$ cat config.mk
export PLATFORM = sky130hd
export DESIGN_NAME = priority_queue_max_scan_core
export DESIGN_NICKNAME = d
export VERILOG_FILES = /design/src/pqms_pkg.sv /design/src/priority_queue_max_scan_core.sv /design/src/pqms_cell.sv /design/src/pqms_best.sv
export SDC_FILE = /design/constraint.sdc
export NUM_CORES = 1
export LEC_CHECK = 0
export BUFFER_PORTS_ARGS = -buffer_cell sky130_fd_sc_hd__buf_2
export CORE_MARGIN = 5
export CORE_UTILIZATION = 35
export CTS_CLUSTER_DIAMETER = 200
export DETAILED_ROUTE_END_ITERATION = 16
export SLEW_MARGIN = 20
export SYNTH_ARGS = -nofsm -noshare
export SYNTH_HDL_FRONTEND = slang
export SYNTH_SLANG_ARGS = --single-unit
$ cat constraint.sdc
create_clock -name clk -period 16.73 [get_ports clk]
set_input_delay 0.8365 -clock clk [delete_from_list [all_inputs] [get_ports clk]]
set_output_delay 0.8365 -clock clk [all_outputs]
set_load 0.005 [all_outputs]
$ cat src/pqms_pkg.sv
// Shared types and codes for the max-scan priority queue.
`default_nettype none

package pqms_pkg;

  localparam int unsigned DATA_W = 32;
  localparam int unsigned STATUS_W = 2;
  localparam int unsigned OCC_W = 4;

  // Request codes
  localparam logic REQ_ENQ = 1'b0;
  localparam logic REQ_DEQ = 1'b1;

  // Status codes
  localparam logic [STATUS_W-1:0] ST_DONE  = 2'd0;
  localparam logic [STATUS_W-1:0] ST_FULL  = 2'd1;
  localparam logic [STATUS_W-1:0] ST_EMPTY = 2'd2;

  typedef struct packed {
    logic signed [DATA_W-1:0] value;
    logic signed [DATA_W-1:0] prio;
  } entry_t;

  typedef struct packed {
    logic load;
    logic shift;
  } cell_ctrl_t;

endpackage

`default_nettype wire

$ cat src/priority_queue_max_scan_core.sv
// Top level of the bounded max-scan priority queue built as a chain of cells.
// Holds up to DEPTH value/priority pairs in arrival order, one per cell. An enqueue
// writes the cell at the tail and returns its result through the done state; a full
// queue or an empty dequeue takes the same path. A successful dequeue rotates the whole
// chain once past a head comparator, closes the gap by shifting the cells from the
// winner onward, and then returns its result. One request is in flight at a time; a
// new beat is taken while the previous result still sits in the output register.
// Occupancy reports the count masked to four bits.
`default_nettype none

module priority_queue_max_scan_core #(
  parameter int unsigned DEPTH = 8
) (
  input  wire               clk,
  input  wire               rst,
  input  wire               in_valid,
  output logic              in_stall,
  input  wire               req_type,
  input  wire signed [31:0] item_value,
  input  wire signed [31:0] item_priority,
  output logic              out_valid,
  input  wire               out_stall,
  output logic [1:0]        status,
  output logic signed [31:0] out_value,
  output logic signed [31:0] out_priority,
  output logic [3:0]        occupancy
);
  import pqms_pkg::*;

  localparam int unsigned IW = (DEPTH > 1) ? $clog2(DEPTH) : 1;
  localparam int unsigned CW = $clog2(DEPTH + 1);

  localparam logic [1:0] S_IDLE    = 2'd0;
  localparam logic [1:0] S_SCAN    = 2'd1;
  localparam logic [1:0] S_COMPACT = 2'd2;
  localparam logic [1:0] S_DONE    = 2'd3;

  logic [1:0]          state;
  logic [1:0]          state_next;
  logic [CW-1:0]       count;
  logic [IW-1:0]       step;
  logic [STATUS_W-1:0] res_status;
  entry_t              res_entry;

  entry_t              cell_q [DEPTH];
  cell_ctrl_t          cell_ctrl [DEPTH];
  entry_t              item;
  entry_t              best;
  logic [IW-1:0]       best_idx;

  logic in_fire;
  logic out_free;
  logic full;
  logic enq_ok;
  logic scan_first;
  logic scan_en;
  logic scan_last;

  always_comb begin
    item.value = item_value;
    item.prio  = item_priority;
    in_stall   = state != S_IDLE;
    in_fire    = in_valid && !in_stall;
    out_free   = !out_valid || !out_stall;
    full       = count == CW'(DEPTH);
    enq_ok     = in_fire && (req_type == REQ_ENQ) && !full;
    scan_first = (state == S_SCAN) && (step == '0);
    scan_en    = (state == S_SCAN) && (CW'(step) < count);
    scan_last  = step == IW'(DEPTH - 1);
  end

  // Cell chain: cell i takes cell i+1, the last one wraps to cell 0.
  for (genvar i = 0; i < DEPTH; i++) begin : g_cell
    always_comb begin
      cell_ctrl[i].load  = enq_ok && (count == CW'(i));
      cell_ctrl[i].shift = (state == S_SCAN) ||
                           ((state == S_COMPACT) && (IW'(i) >= best_idx));
    end

    pqms_cell u_cell (
      .clk        (clk),
      .ctrl       (cell_ctrl[i]),
      .load_entry (item),
      .next_entry (cell_q[(i + 1) % DEPTH]),
      .entry      (cell_q[i])
    );
  end

  pqms_best #(.IW(IW)) u_best (
    .clk       (clk),
    .first     (scan_first),
    .update_en (scan_en),
    .head      (cell_q[0]),
    .pos       (step),
    .best      (best),
    .best_idx  (best_idx)
  );

  always_comb begin
    state_next = state;
    case (state)
      S_IDLE: begin
        if (in_fire) begin
          if ((req_type == REQ_DEQ) && (count != '0)) begin
            state_next = S_SCAN;
          end else begin
            state_next = S_DONE;
          end
        end
      end
      S_SCAN: begin
        if (scan_last) begin
          state_next = S_COMPACT;
        end
      end
      S_COMPACT: begin
        state_next = S_DONE;
      end
      S_DONE: begin
        if (out_free) begin
          state_next = S_IDLE;
        end
      end
      default: begin
        state_next = S_IDLE;
      end
    endcase
  end

  always_ff @(posedge clk) begin
    if (rst) begin
      state     <= S_IDLE;
      count     <= '0;
      step      <= '0;
      out_valid <= 1'b0;
    end else begin
      state <= state_next;

      if (enq_ok) begin
        count <= count + CW'(1);
      end else if (state == S_COMPACT) begin
        count <= count - CW'(1);
      end

      if (state == S_SCAN) begin
        step <= scan_last ? '0 : step + IW'(1);
      end

      if (state == S_DONE && out_free) begin
        out_valid <= 1'b1;
      end else if (!out_stall) begin
        out_valid <= 1'b0;
      end
    end
  end

  // Result staging and the output register
  always_ff @(posedge clk) begin
    if (in_fire) begin
      res_entry <= '0;
      if (req_type == REQ_ENQ) begin
        res_status <= full ? ST_FULL : ST_DONE;
      end else begin
        res_status <= (count == '0) ? ST_EMPTY : ST_DONE;
      end
    end else if (state == S_COMPACT) begin
      res_entry <= best;
    end

    if (state == S_DONE && out_free) begin
      status       <= res_status;
      out_value    <= res_entry.value;
      out_priority <= res_entry.prio;
      occupancy    <= OCC_W'(count);
    end
  end

endmodule

`default_nettype wire

$ cat src/pqms_cell.sv
// One storage cell of the queue chain: load a new entry or take the neighbor's.
`default_nettype none

module pqms_cell (
  input  wire                 clk,
  input  pqms_pkg::cell_ctrl_t ctrl,
  input  pqms_pkg::entry_t    load_entry,
  input  pqms_pkg::entry_t    next_entry,
  output pqms_pkg::entry_t    entry
);
  import pqms_pkg::*;

  always_ff @(posedge clk) begin
    if (ctrl.load) begin
      entry <= load_entry;
    end else if (ctrl.shift) begin
      entry <= next_entry;
    end
  end

endmodule

`default_nettype wire

$ cat src/pqms_best.sv
// Running winner of the dequeue scan: watches the chain head as entries rotate past.
`default_nettype none

module pqms_best #(
  parameter int unsigned IW = 3
) (
  input  wire               clk,
  input  wire               first,
  input  wire               update_en,
  input  pqms_pkg::entry_t  head,
  input  wire [IW-1:0]      pos,
  output pqms_pkg::entry_t  best,
  output logic [IW-1:0]     best_idx
);
  import pqms_pkg::*;

  logic prio_gt;
  logic prio_eq;
  logic value_gt;
  logic better;

  always_comb begin
    prio_gt  = $signed(head.prio) > $signed(best.prio);
    prio_eq  = head.prio == best.prio;
    value_gt = $signed(head.value) > $signed(best.value);
    // strict compare keeps the older entry on a full tie
    better   = prio_gt || (prio_eq && value_gt);
  end

  always_ff @(posedge clk) begin
    if (first) begin
      best     <= head;
      best_idx <= pos;
    end else if (update_en && better) begin
      best     <= head;
      best_idx <= pos;
    end
  end

endmodule

`default_nettype wire

==> results of run 1 <==
-- registers in the layout, summed over array words and instances (netlist names) --
name and count:
u_best.best 64, step 3, out_valid 1, status 2, occupancy 4, res_status 2, g_cell.u_cell.entry 512, count 4
u_best.best_idx 3, out_value 32, out_priority 32, res_entry 64, state 2
-- logic make-up (layout without fill, tap and decap cells) --
kind of cell,after synthesis,in the layout,share of synthesized area
AOI/OAI and AO/OA,73,73,0.0148
DFF,725,725,0.690
other,0,2,0
muxes,577,577,0.211
buffers and inverters,151,387,0.0249
and+or+nand+nor,170,170,0.0259
adders and majority gates,78,78,0.0320
xor gates and xnor gates,4,4,0.00115
-- metrics by stage --
stage          instance area, µm²  power [mW]  utilization  hold slack (ps)  worst slack [ps]
2_1_floorplan               30500        4.98            -              400              7970
3_3_place_gp                32400        5.64        0.374              416             12180
3_5_place_dp                32500        5.73        0.375              415             12160
4_1_cts                     35100        7.51        0.405              427             12380
5_1_grt                     35100        7.81        0.405              436             12130
6_report                    35100        7.41        0.405              425             12450
-- layer usage --
metal	vias to the layer above	track usage	share of wire
li1	7148	-	-
met1	8118	0.194	0.44
met2	305	0.258	0.50
met3	113	0.0283	0.043
met4	4	0.0366	0.021
met5	-	0	0.00030
-- report_power, final --
group / total [mW] / internal (mW) / switching [mW]
combinational: 1.97 / 0.799 / 1.17
sequential: 3.69 / 3.33 / 0.364
clock: 1.74 / 1.03 / 0.710
total: 7.41 / 5.16 / 2.25
-- worst max-delay path, delay by kind of cell, from the launching register on --
| kind | cells | cell delay [ps] |
|---|---|---|
| AO/OA/AOI/OAI | 1 | 120 |
| adder cells (fa/ha/maj) | 1 | 210 |
| buffers and inverters | 5 | 2290 |
| flip-flops | 1 | 330 |
| AND/OR/NAND/NOR | 4 | 870 |
-- synth_stat cells, types with 15 or more instances --
cell type                  count  area share
sky130_fd_sc_hd__a21oi_1      36      0.0059
sky130_fd_sc_hd__buf_2        25      0.0041
sky130_fd_sc_hd__buf_6        15      0.0055
sky130_fd_sc_hd__dfxtp_1      74       0.049
sky130_fd_sc_hd__edfxtp_1    651        0.64
sky130_fd_sc_hd__ha_1         78       0.032
sky130_fd_sc_hd__inv_1        77      0.0095
sky130_fd_sc_hd__mux2_1       16      0.0059
sky130_fd_sc_hd__mux2_2      496        0.18
sky130_fd_sc_hd__mux2i_1      65       0.021
sky130_fd_sc_hd__nand2_1      32      0.0039
sky130_fd_sc_hd__nor2_1       87       0.011
-- area by class of cell --
cell class / instances / share of cell area
flip-flops and latches: 725 / 0.600
multi-input cells: 902 / 0.251
clock buffers: 118 / 0.0635
well taps: 1155 / 0.0412
repair buffers: 162 / 0.0254
clock inverters: 29 / 0.0107
inverters: 78 / 0.00835
diodes: 2 / 0.000143
-- path summary, 6_finish.rpt --
path,startpoint,endpoint,slack (ps),cells after the start
min reg2reg,res_status[0],status[0],430,0
max reg2reg,state[0],g_cell[4].u_cell.entry[25],12450,11
max,state[0],g_cell[4].u_cell.entry[25],12450,11
min,res_status[0],status[0],430,0
-- cells in the final DEF, fill, tap and decap left out, types with 9 or more instances in the layout --
master,n
sky130_fd_sc_hd__edfxtp_1,651
sky130_fd_sc_hd__buf_2,140
sky130_fd_sc_hd__nor2_1,87
sky130_fd_sc_hd__inv_1,76
sky130_fd_sc_hd__clkbuf_1,31
sky130_fd_sc_hd__ha_1,77
sky130_fd_sc_hd__mux2_1,16
sky130_fd_sc_hd__nand4_1,11
sky130_fd_sc_hd__mux2_2,496
sky130_fd_sc_hd__clkbuf_16,81
sky130_fd_sc_hd__nand2_1,25
sky130_fd_sc_hd__clkinv_2,10
sky130_fd_sc_hd__a21oi_1,36
sky130_fd_sc_hd__nand3_1,9
sky130_fd_sc_hd__o21ai_0,11
sky130_fd_sc_hd__buf_4,20
sky130_fd_sc_hd__mux2i_1,65
sky130_fd_sc_hd__dfxtp_1,74
==> results.md, run 1 <==
Power:
- The leakage dissipation is 12.5 nW.
- The peak supply drop is 0.179 mV.
- The total power per unit cell area is ~210 nW/µm².

Detailed routing:
- The detail route stage leaves a number of antenna-violating nets equal to 0.
- The first TritonRoute pass finished after 5 iterations.
- After detailed routing, the number of remaining DRC violations is 0.
- The routed design has roughly 70 mm of wire.
- The average vias per placed instance is between 4 and 5.
- In the final routed layout, each cell accounts on average for between 20 and 25 µm.
- For this block, the via count after detailed routing is around 16,000.
- The first-iteration detailed-routing DRC count is about 950.

CTS:
- The number of sinks driven by the clock tree is a little over 700.
- The number of setup buffers added after CTS is 0.
- The hold buffer count at CTS is 0.
- Gates resized during post-CTS repair numbered 0.
- TritonCTS built the clock tree.
- In this run the clock root is driven by a sky130_fd_sc_hd__clkbuf_16.
- The clock buffer count from CTS is between 70 and 80.
- The H-tree was split into 3 levels.
- The clock edge transition at the registers on the reported setup and hold paths is roughly 60 ps.
- In this run the deepest clock path goes through 3 buffers.
- The latest clock arrival within the worst-skew pair is approximately 630 ps.

Logic synthesis:
- The cell count after synthesis is between 1,500 and 2,000.
- The count of different cell masters after synthesis is 48.
- For this run, asynchronously set or reset flops after synthesis account for 0.
- The number of storage elements in the synthesis netlist is roughly 730.
- The sequential element share of the synthesized area is 0.690.
- The predominant post-synthesis flop cell is sky130_fd_sc_hd__edfxtp_1.
- The area of the mapped netlist is around 30,000 µm².
- The net count of the mapped netlist is around 1,900.
- The count of warnings emitted by yosys is 0.
- In this run, synthesis inferred 651 flip-flops with an integrated enable.
- The mean area per synthesized cell is ~17 µm².

GRT:
- Entering global routing, the biggest net connects 66 pins.
- The global-route congestion overflow total is 0.
- The first-pass GRT wire length is roughly 110 mm.
- The number of global-route vias before repair is 16,300.
- The all-layer global routing usage is 0.149.
- The initial antenna violation count came to 16.

Worst setup path:
- The maximum fanout count along the critical path is 39.
- The critical path start-end classification is reg -> reg.
- The critical path capture point type is a flip-flop.
- The library cell appearing most often on the critical path is sky130_fd_sc_hd__buf_4.
- The library cell contributing the largest single delay on the critical path is sky130_fd_sc_hd__buf_4.
- The worst setup path is launched from a flip-flop.
- For the worst setup path, the data required time is ~17,000 ps.
- The signal on the critical path passes through inv_1 -> ha_1 -> nand2_1 -> inv_2 -> buf_4 -> nand2_1 -> nor3_2 -> buf_4 -> a21oi_1 -> nand2_4 -> buf_4.
- The data arrival time of the critical path is between 4000 and 5000 ps.
- The largest incremental delay on the critical path is roughly 670 ps.

Floorplan:
- The area of the placeable core is ~87,000 µm².
- The die is about 300 µm tall.
- The initial utilization of the core area, before any placement, comes to 0.352.
- The die covers between 90,000 and 100,000 µm².
- Measured along the x axis, the die boundary spans about 300 µm.
- Row generation in the floorplan step produced ~110 rows.
- For this design the top-level I/O count stands at ~140.

Timing:
- Setup repair after global routing left no endpoint under its margin.
- The shortest clock period the worst path allows after layout is approximately 4300 ps.
- The highest clock rate is about 230 MHz.
- The count of final max-slew check failures was 0.
- The tightest slew margin relative to the limit is 0.240.
- The post-route clock skew is 30.0 ps.
- The final-report setup violation count is 0.
- The final clock period utilization by the worst path is 0.256.
- The hold violation total from the final report is 0.
- For the final routed database, the setup TNS stands at 0 ps.
- For the pin with the worst max-slew slack, the measured transition is 1140 ps.

Place:
- The half-perimeter wire length of the detailed placement result is 41.6 mm.
- The routability congestion estimate is between 0.7 and 0.8.
- The count of placed standard cells including taps is 3,022.
- The count of input and output buffers is 140.

Layout:
- The footprint of the flip-flops and latches is 21,000 µm².
- In the final layout, the multi-input gates occupy 8810 µm².
- Leaving out filler cells and counting taps, the final layout contains roughly 3,200.
- Relative to the synthesized area, the layout overhead comes to 15.1%.
- The final net count is about 2,100.
- Fill cells in the final layout number 7,796.
- In the final layout, the share of cells above drive strength 1 is 0.393.

Run:
- The number of maximum-capacitance violations is 0.

Outcome:
- The flow ran to the end, and the final reports show no timing, DRC or antenna violations.

Hold path:
- The path class of the lowest-slack min-delay path is reg -> reg.
No activity file was read; power rests on OpenSTA's default activity.
==> inputs of run 2 (changes only) <==
--- a/config.mk
+++ b/config.mk
@@ -5,6 +5,7 @@
 export SDC_FILE = /design/constraint.sdc
 export NUM_CORES = 1
 export LEC_CHECK = 0
+export ABC_AREA = 1
 export BUFFER_PORTS_ARGS = -buffer_cell sky130_fd_sc_hd__buf_2
 export CORE_MARGIN = 5
 export CORE_UTILIZATION = 35
==> constraint.sdc (replaced) <==
create_clock -name clk -period 3.75 [get_ports clk]
set_input_delay 0.1875 -clock clk [delete_from_list [all_inputs] [get_ports clk]]
set_output_delay 0.1875 -clock clk [all_outputs]
set_load 0.005 [all_outputs]
==> run 2 against run 1 <==
- power rose to 4.3 times the previous value
- worst hold slack got worse by 390 ps
- die area fell by 2.1%
- area after synthesis fell by 2.2%
- maximum frequency rose by 42%
- non-clock buffer count rose by 19
- flip-flop and latch count did not move
- global-route usage rose by 0.40 points
- critical endpoint is now u_best.best[41]
==> results.md, run 2 <==
Outcome:
- The run finished with clean final reports.

Logic synthesis:
- The share of async-settable or async-resettable flops after synthesis is 0.
- The count of different cell masters after synthesis is 38.
- The share of the synthesized area in the top cell type is 0.656.
- The number of nets handed over by synthesis was 2,617.
- The cell count after synthesis is approximately 2,500.
- The dominant cell type by area after synthesis is sky130_fd_sc_hd__edfxtp_1.
- Ranked by total cell area, the synthesized netlist is headed by sky130_fd_sc_hd__edfxtp_1 (66%), sky130_fd_sc_hd__o21ai_0 (7.8%), sky130_fd_sc_hd__nand2_1 (7.5%).
- The portion of synthesized area spent on multiplexers is 0.
- The simple-gate share of the synthesized area is 0.0884.
- Of the synthesized area, sequential elements account for 0.706.
- The area of the mapped netlist is between 20,000 and 30,000 µm².
- The compound-gate portion of the synthesized area is 0.121.
- The mean area per synthesized cell is between 10 and 15 µm².
- The xor and xnor fraction of the mapped netlist area is 0.
- Of the total synthesized cell area, the portion taken by full adders, half adders and majority gates is 0.0328.
- In the synthesized netlist the dominant register cell turns out to be sky130_fd_sc_hd__edfxtp_1.
- In the synthesized netlist, the cells that appear most often are sky130_fd_sc_hd__edfxtp_1 (651), sky130_fd_sc_hd__nand2_1 (595), sky130_fd_sc_hd__o21ai_0 (462), sky130_fd_sc_hd__inv_1 (161), sky130_fd_sc_hd__o21ai_1 (128).
- After synthesis, the largest family of logic cells by area is compound AO/OA/AOI/OAI gates.
- The count of flip-flops with a built-in enable after synthesis is between 600 and 700.
- Yosys instantiated no cell more often than sky130_fd_sc_hd__edfxtp_1.
- During synthesis, Yosys emitted a total of 0 warnings.
- The number of storage elements in the synthesis netlist is about 730.

Timing:
- The slew at the pin with the worst max-slew slack is ~990 ps.
- The count of final max-slew check failures is 0.
- The tightest slew margin relative to the limit is 0.343.
- The shortest clock period the worst path allows after layout is just over 3000 ps.
- The hold violation total from the final report is 0.
- Static timing analysis puts the maximum clock frequency at 331 MHz.
- Setup violations remaining at the end of the flow were counted as 0.
- Setup repair after global routing left no endpoint under its margin.
- After routing, the total negative slack on setup checks comes to 0 ps.
- The final clock period utilization by the worst path is 0.805.
- The post-route clock skew is 27.0 ps.

Worst setup path:
- The library cell appearing most often on the critical path is sky130_fd_sc_hd__nand2_1.
- The worst setup path is captured at a flip-flop.
- The library cell contributing the largest single delay on the critical path is sky130_fd_sc_hd__edfxtp_1.
- Data on the critical path arrives at its endpoint at about 3300 ps.
- On the critical path the largest part of the delay comes from simple AND/OR/NAND/NOR gates.
- The kind of start point of the critical path is a flip-flop.
- The setup path with the least slack is of type reg -> reg.
- The count of buffer and inverter cells on the critical path is 1.
- Data on the critical path is required at its endpoint by between 4000 and 5000 ps.
- The maximum fanout count along the critical path is between 40 and 50.
- For this run, the slowest stage of the critical path takes about 400 ps.
- Walking the worst path, the cells encountered are ha_1 -> nand2_1 -> nor3_1 -> and3_1 -> nand2_1 -> nand3_1 -> nand3_1 -> nand2_1 -> nand2_1 -> nand2_4 -> buf_12.

Detailed routing:
- The average vias per placed instance is roughly 4.9.
- The total number of vias is between 15,000 and 20,000.
- The first-iteration detailed-routing DRC count is between 1,000 and 1,500.
- In the final routed layout, each cell accounts on average for about 19 µm.
- Before antenna repair, the detailed router went through 5 iterations.
- For this block, the routed nets add up to 70.3 mm of wire.
- For this run, design rule violations remaining after detail routing come to 0.
- In this run the remaining antenna-violating nets after routing total 0.

Layout:
- The largest registers in the layout are g_cell.u_cell.entry: 512 flops, res_entry: 64 flops, u_best.best: 64 flops.
- The final net count is ~2,700.
- The top register by number of flip-flops is g_cell.u_cell.entry.
- The register with the most flip-flops in the layout has a little over 500 of them.
- The total of fill cells in the finished design is slightly above 8,000.
- Summing all non-filler instances in the final layout gives an area of 33,900 µm².
- In the final layout, the share of cells above drive strength 1 is 0.112.
- Measured on the finished design, the core utilization comes to 0.399.
- Leaving out fill and tap cells, the most frequent cells in the layout are sky130_fd_sc_hd__edfxtp_1 (651), sky130_fd_sc_hd__nand2_1 (589), sky130_fd_sc_hd__o21ai_0 (462).
- Relative to the synthesized area, the layout overhead comes to 13.7%.
- The most common library cell in the layout ignoring fill and taps is sky130_fd_sc_hd__edfxtp_1.

Floorplan:
- around 140 I/O pins were placed.
- The region available for standard cell placement spans ~85,000 µm².
- The die extent in x is 302 µm.
- Measured along the y axis, the die boundary spans just over 300 µm.
- The number of placement rows is 107.
- The area enclosed by the die boundary is slightly above 90,000 µm².
- The initial core utilization is 0.351.

GRT:
- The number of global-route vias before repair is around 18,000.
- In the global route stage, overall resource usage came out at 0.153.
- The initial antenna violation count was 5.
- The first-pass GRT wire length is 108 mm.
- The global-route congestion overflow total is 0.
- The pin count of the biggest net entering global routing is 129.

CTS:
- The TritonCTS clock tree is done.
- The clock edge transition at the registers on the reported setup and hold paths is approximately 60 ps.
- Counting every sink on the clock net gives approximately 730.
- The root buffer selected by CTS is sky130_fd_sc_hd__clkbuf_16.
- Gates resized during post-CTS repair numbered 0.
- The number of buffers on the longest clock path is 3.
- The latest clock arrival within the worst-skew pair is 610 ps.
- Clock tree synthesis inserted a total of 74 buffers.
- The depth of the CTS H-tree is 3.

Place:
- The routability congestion estimate is ~0.75.
- The cell area after placement is approximately 31,000 µm².
- Buffers placed on the I/O ports in this run total 140.
- The half-perimeter wire length of the detailed placement result is ~40 mm.

Power:
- The total chip power is approximately 32 mW.
- The total power per unit cell area is approximately 950 nW/µm².
- The leakage dissipation is 13.4 nW.
- VDD sags by at most between 0.5 and 0.6 mV.

Run:
- Max-cap violations in this run came to 0.

Hold path:
- The path class of the lowest-slack min-delay path is in -> reg.
-- run 2: layer usage --
layer	vias up	global-route usage	share of wire
met4	4	0.0437	0.022
met5	-	0	0.00030
li1	8988	-	-
met3	97	0.0252	0.058
met1	8876	0.221	0.47
met2	464	0.239	0.45
-- run 2: what timing repair did --
action,4_1_cts,5_1_grt
hold buffers,11,0
buffers inserted,0,0
endpoints found under the hold margin,20,0
-- run 2: power breakdown --
part | internal [mW] | switching, mW
logic | 2.71 | 6.21
clock network | 4.03 | 3.03
registers | 14.9 | 1.38
-- run 2: layout make-up --
| type | instances | area (µm²) | area share |
|---|---|---|---|
| Sequential cell | 725 | 21000 | 0.621 |
| Tap cell | 1144 | 1430 | 0.0422 |
| Antenna cell | 2 | 5.00 | 0.000148 |
| Multi-Input combinational cell | 1447 | 7300 | 0.216 |
| Inverter | 164 | 626 | 0.0185 |
| Clock inverter | 26 | 188 | 0.00554 |
| Timing Repair Buffer | 181 | 1200 | 0.0354 |
| Clock buffer | 108 | 2100 | 0.0620 |
-- run 2: per-stage QoR --
step	setup slack, ps	hold WS (ps)	std cells
final	729	33.5	3797
after global routing	537	43.1	3795
after CTS	664	5.80	3795
after floorplan	-809	257	2470
after detailed placement	692	405	3650
after global placement	714	407	3650
-- run 2: path summary, 6_finish.rpt --
kind	cells after the start	slack (ps)	endpoint	startpoint
setup / recovery	11	730	u_best.best[41]	g_cell[0].u_cell.entry[63]
hold / removal	3	30	g_cell[5].u_cell.entry[42]	item_value[10]
setup reg to reg	11	730	u_best.best[41]	g_cell[0].u_cell.entry[63]
hold reg to reg	0	420	status[0]	res_status[0]
-- run 2: worst reg2reg max path, cell delays in order (launching register included) --
cell and delay, ps:
sky130_fd_sc_hd__edfxtp_1 400, sky130_fd_sc_hd__ha_1 390, sky130_fd_sc_hd__nand2_1 110, sky130_fd_sc_hd__nor3_1 310, sky130_fd_sc_hd__and3_1 300, sky130_fd_sc_hd__nand2_1 120, sky130_fd_sc_hd__nand3_1 80, sky130_fd_sc_hd__nand3_1 150
sky130_fd_sc_hd__nand2_1 100, sky130_fd_sc_hd__nand2_1 100, sky130_fd_sc_hd__nand2_4 260, sky130_fd_sc_hd__buf_12 350
-- run 2: cells by family (layout without fill, tap and decap cells) --
logic type / after synthesis / in the layout
buffers and inverters: 298 / 479
other: 0 / 2
AO/OA/AOI/OAI: 709 / 709
flip-flops: 725 / 725
AND/OR/NAND/NOR: 660 / 660
adder cells (fa/ha/maj): 78 / 78
==> inputs of run 3 (changes only) <==
--- a/config.mk
+++ b/config.mk
@@ -5,7 +5,7 @@
 export SDC_FILE = /design/constraint.sdc
 export NUM_CORES = 1
 export LEC_CHECK = 0
-export ABC_AREA = 1
+export ABC_AREA = 0
 export BUFFER_PORTS_ARGS = -buffer_cell sky130_fd_sc_hd__buf_2
 export CORE_MARGIN = 5
 export CORE_UTILIZATION = 35
==> constraint.sdc (replaced) <==
create_clock -name clk -period 2.5 [get_ports clk]
set_input_delay 0.125 -clock clk [delete_from_list [all_inputs] [get_ports clk]]
set_output_delay 0.125 -clock clk [all_outputs]
set_load 0.005 [all_outputs]
==> run 3 against run 2 <==
- the flow now finishes with violations (setup timing)
- largest cell class unchanged
- highest routed layer unchanged
- global-route usage rose by 0.34 points
- utilization is 4.0 points higher
- count of clock-buffer cells in the layout up 11
- power up 67%
- clock power up 69%
- sequential share of layout area down 6.8 points
- critical path depth is 1 lower
- critical path type unchanged
- via count decreased by 9.6%
- maximum frequency rose by 11%
==> results.md, run 3 (synthesis results as in run 1) <==
Outcome:
- The run finished, with violations left.
- The final reports fail on setup timing.

CTS:
- The number of sinks driven by the clock tree is about 730.
- No sink is reached through more buffers than the 3 on the longest clock path.
- The latest clock arrival within the worst-skew pair is between 600 and 700 ps.
- TritonCTS built the clock tree.
- The clock edge transition at the registers on the reported setup and hold paths is about 60 ps.
- The clock buffer count from CTS is 81.
- The depth of the CTS H-tree is 3.
- The root buffer selected by CTS is sky130_fd_sc_hd__clkbuf_16.

Timing:
- The post-route clock skew is between 20 and 25 ps.
- The final-report setup violation count is 67.
- The worst hold slack is approximately 90 ps.
- The post-route worst setup slack is -225 ps.
- The hold violation total from the final report is 0.
- The shortest clock period the worst path allows after layout is approximately 2700 ps.
- The highest clock rate is between 300 and 400 MHz.
- Setup repair after global routing could not meet its margin everywhere.
- In the finished design, the share of the clock period the worst path needs comes to 1.09.
- The count of final max-slew check failures is 0.
- The tightest slew margin relative to the limit is 0.455.
- At the pin with the least slew margin, the transition time is about 800 ps.

Worst setup path:
- In this run the critical register-to-register path is captured at u_best.best[10].
- The largest individual stage delay along the critical path comes from the cell sky130_fd_sc_hd__edfxtp_1.
- The launch point of the worst path is g_cell[0].u_cell.entry[58].
- The worst setup path is launched from a flip-flop.
- In this run the worst path has a maximum fanout of 8.
- The worst flop-to-flop path startpoint is g_cell[0].u_cell.entry[58].
- Walking the worst path, the cells encountered are ha_1 -> and2_4 -> a221o_1 -> a221oi_2 -> o21ai_2 -> a21oi_2 -> xnor2_2 -> o21ai_4 -> buf_12 -> buf_12.
- The minimum setup slack among reg-to-reg paths is -230 ps.
- The data arrival time of the critical path is roughly 3000 ps.
- The worst setup path is captured at a flip-flop.
- The setup path with the least slack is of type reg -> reg.
- The data required time at the worst endpoint is about 2800 ps.
- The library cell appearing most often on the critical path is sky130_fd_sc_hd__buf_12.
- The largest single stage delay on the critical path is 390 ps.
- The depth of the worst register-to-register path is 10.
- The critical path ends at u_best.best[10].

GRT:
- Summed over all layers, the global routing overflow is 0.
- The global routing usage on met3 is 0.0281.
- The number of global-route vias before repair is about 18,000.
- The first-pass GRT wire length is approximately 110 mm.
- In this run the most used layer during global routing was met2.
- The all-layer global routing usage is 0.156.
- The met1 routing resource usage after global routing is 0.201.
- The pin count of the biggest net entering global routing is 71.
- The initial antenna violation count is 7.
- The met2 capacity usage during global routing is 0.275.

Layout:
- The largest registers in the layout are g_cell.u_cell.entry: 512 flops, res_entry: 64 flops, u_best.best: 64 flops.
- The synthesis-to-layout area growth is 25.0%.
- The finished layout holds about 3,400 standard cells, fillers aside.
- The register with the most flip-flops in the layout has between 500 and 600 of them.
- The library cells used most frequently in the layout, excluding fill and tap cells, are sky130_fd_sc_hd__edfxtp_1 (651), sky130_fd_sc_hd__mux2_2 (496), sky130_fd_sc_hd__buf_4 (171).
- The most common library cell in the layout ignoring fill and taps is sky130_fd_sc_hd__edfxtp_1.
- The total of fill cells in the finished design is roughly 7,600.
- The ratio of cells with drive above 1 in the final layout is 0.446.
- After the last flow step, the layout net total stands at ~2,400.
- The finished cells cover approximately 38,000 µm².
- Counting flops per register, the top entry is g_cell.u_cell.entry.

Power:
- In this run the static leakage power is approximately 14 nW.
- For this design the ratio of total power to cell area is approximately 1400 nW/µm².
- Across the VDD grid, the largest voltage drop is roughly 0.80 mV.

Place:
- Including well taps, the total number of placed cells is between 3,000 and 4,000.
- Buffers placed on the I/O ports in this run total 140.
- At the end of routability-driven placement, the weighted congestion stood at slightly below 0.8.
- The cell area after placement is 34,300 µm².
- The half-perimeter wire length of the detailed placement result is 46.0 mm.

Detailed routing:
- Summing over every cut layer, the via total after detailed routing is around 17,000.
- In the routed design, unresolved DRC markers number 0.
- The wire length after detailed routing is ~74 mm.
- The first TritonRoute pass finished after 5 iterations.
- The average vias per placed instance is 4.84.
- Dividing the detail-routed wire length by the instance count gives 21.5 µm.
- The detail route stage leaves a number of antenna-violating nets equal to 0.
- The first-iteration detailed-routing DRC count is 1,198.

Floorplan:
- The number of placed I/O pins is approximately 140.
- The die is 305 µm tall.
- The floorplan step defined a core boundary enclosing approximately 87,000 µm².
- The floorplan step defined a die boundary enclosing around 93,000 µm².
- The initial utilization of the core area, before any placement, comes to 0.352.
- The floorplan has about 110 rows.
- The die extent in x is around 300 µm.

Hold path:
- The worst hold path begins at in_valid.
- The worst hold path belongs to the class in -> reg.

Run:
- The number of maximum-capacitance violations is 0.
## run 3: cell count changes in the layout (fill, tap and decap cells not counted), sizes merged, moves of 57 or more
cell / change
buf: +187
inv: -82
mux2: +512
a21oi: -67
dlygate4sd3: +57
mux2i: +65
o21ai: -578
nand2: -564
## run 3: critical path, delay by kind of cell (launching register included)
kind / cells / cell delay, ps
buffers and inverters: 2 / 330
adder cells (fa/ha/maj): 1 / 300
XOR/XNOR: 1 / 120
AND/OR/NAND/NOR: 1 / 170
flip-flops: 1 / 390
AO/OA/AOI/OAI: 5 / 1090
## run 3: how the worst min path moves through the flow
stage	to	slack, ps	depth (start not counted)
after floorplan	out_valid	270	2
after global placement	status[1]	410	0
after detailed placement	status[0]	400	0
after CTS	state[1]	30	4
after global routing	state[0]	100	4
final	state[1]	90	4
## run 3: routing by layer
metal | part of all wire | vias up
li1 | - | 7698
met1 | 0.43 | 8560
met2 | 0.50 | 298
met3 | 0.043 | 97
met4 | 0.019 | 4
met5 | 0.00034 | -
## run 3: layout make-up
type,instances,area (µm²),share of cell area
Timing Repair Buffer,428,3680,0.0967
Inverter,78,293,0.00769
Antenna cell,3,7.51,0.000197
Sequential cell,725,21000,0.552
Clock inverter,31,354,0.00930
Tap cell,1155,1450,0.0380
Multi-Input combinational cell,902,8930,0.235
Clock buffer,119,2320,0.0610
## run 3: timing repair
action	in CTS	in global routing
hold buffers	68	0
resized for setup	21	10
setup buffers	7	1
gates cloned	3	3
pin swaps	4	3
hold endpoints to repair	523	0
setup endpoints to repair	67	131
## run 3: through the flow
step	setup slack (ps)	power (mW)	utilization	TNS (ps)
after global routing	-363	56.9	0.439	-22850
after CTS	-277	54.3	0.438	-16050
after detailed placement	-393	41.2	0.396	-25620
after global placement	-330	40.6	0.396	-21740
final	-225	53.9	0.440	-13730
after floorplan	-754	33.0	-	-65580
## run 3: power breakdown
group	internal (mW)	leakage (nW)	switching, mW	total (mW)
logic	8.50	5.98	9.31	17.8
clock network	7.10	1.31	4.85	11.9
registers	22.2	6.75	1.98	24.1
total	37.7	14.1	16.1	53.9
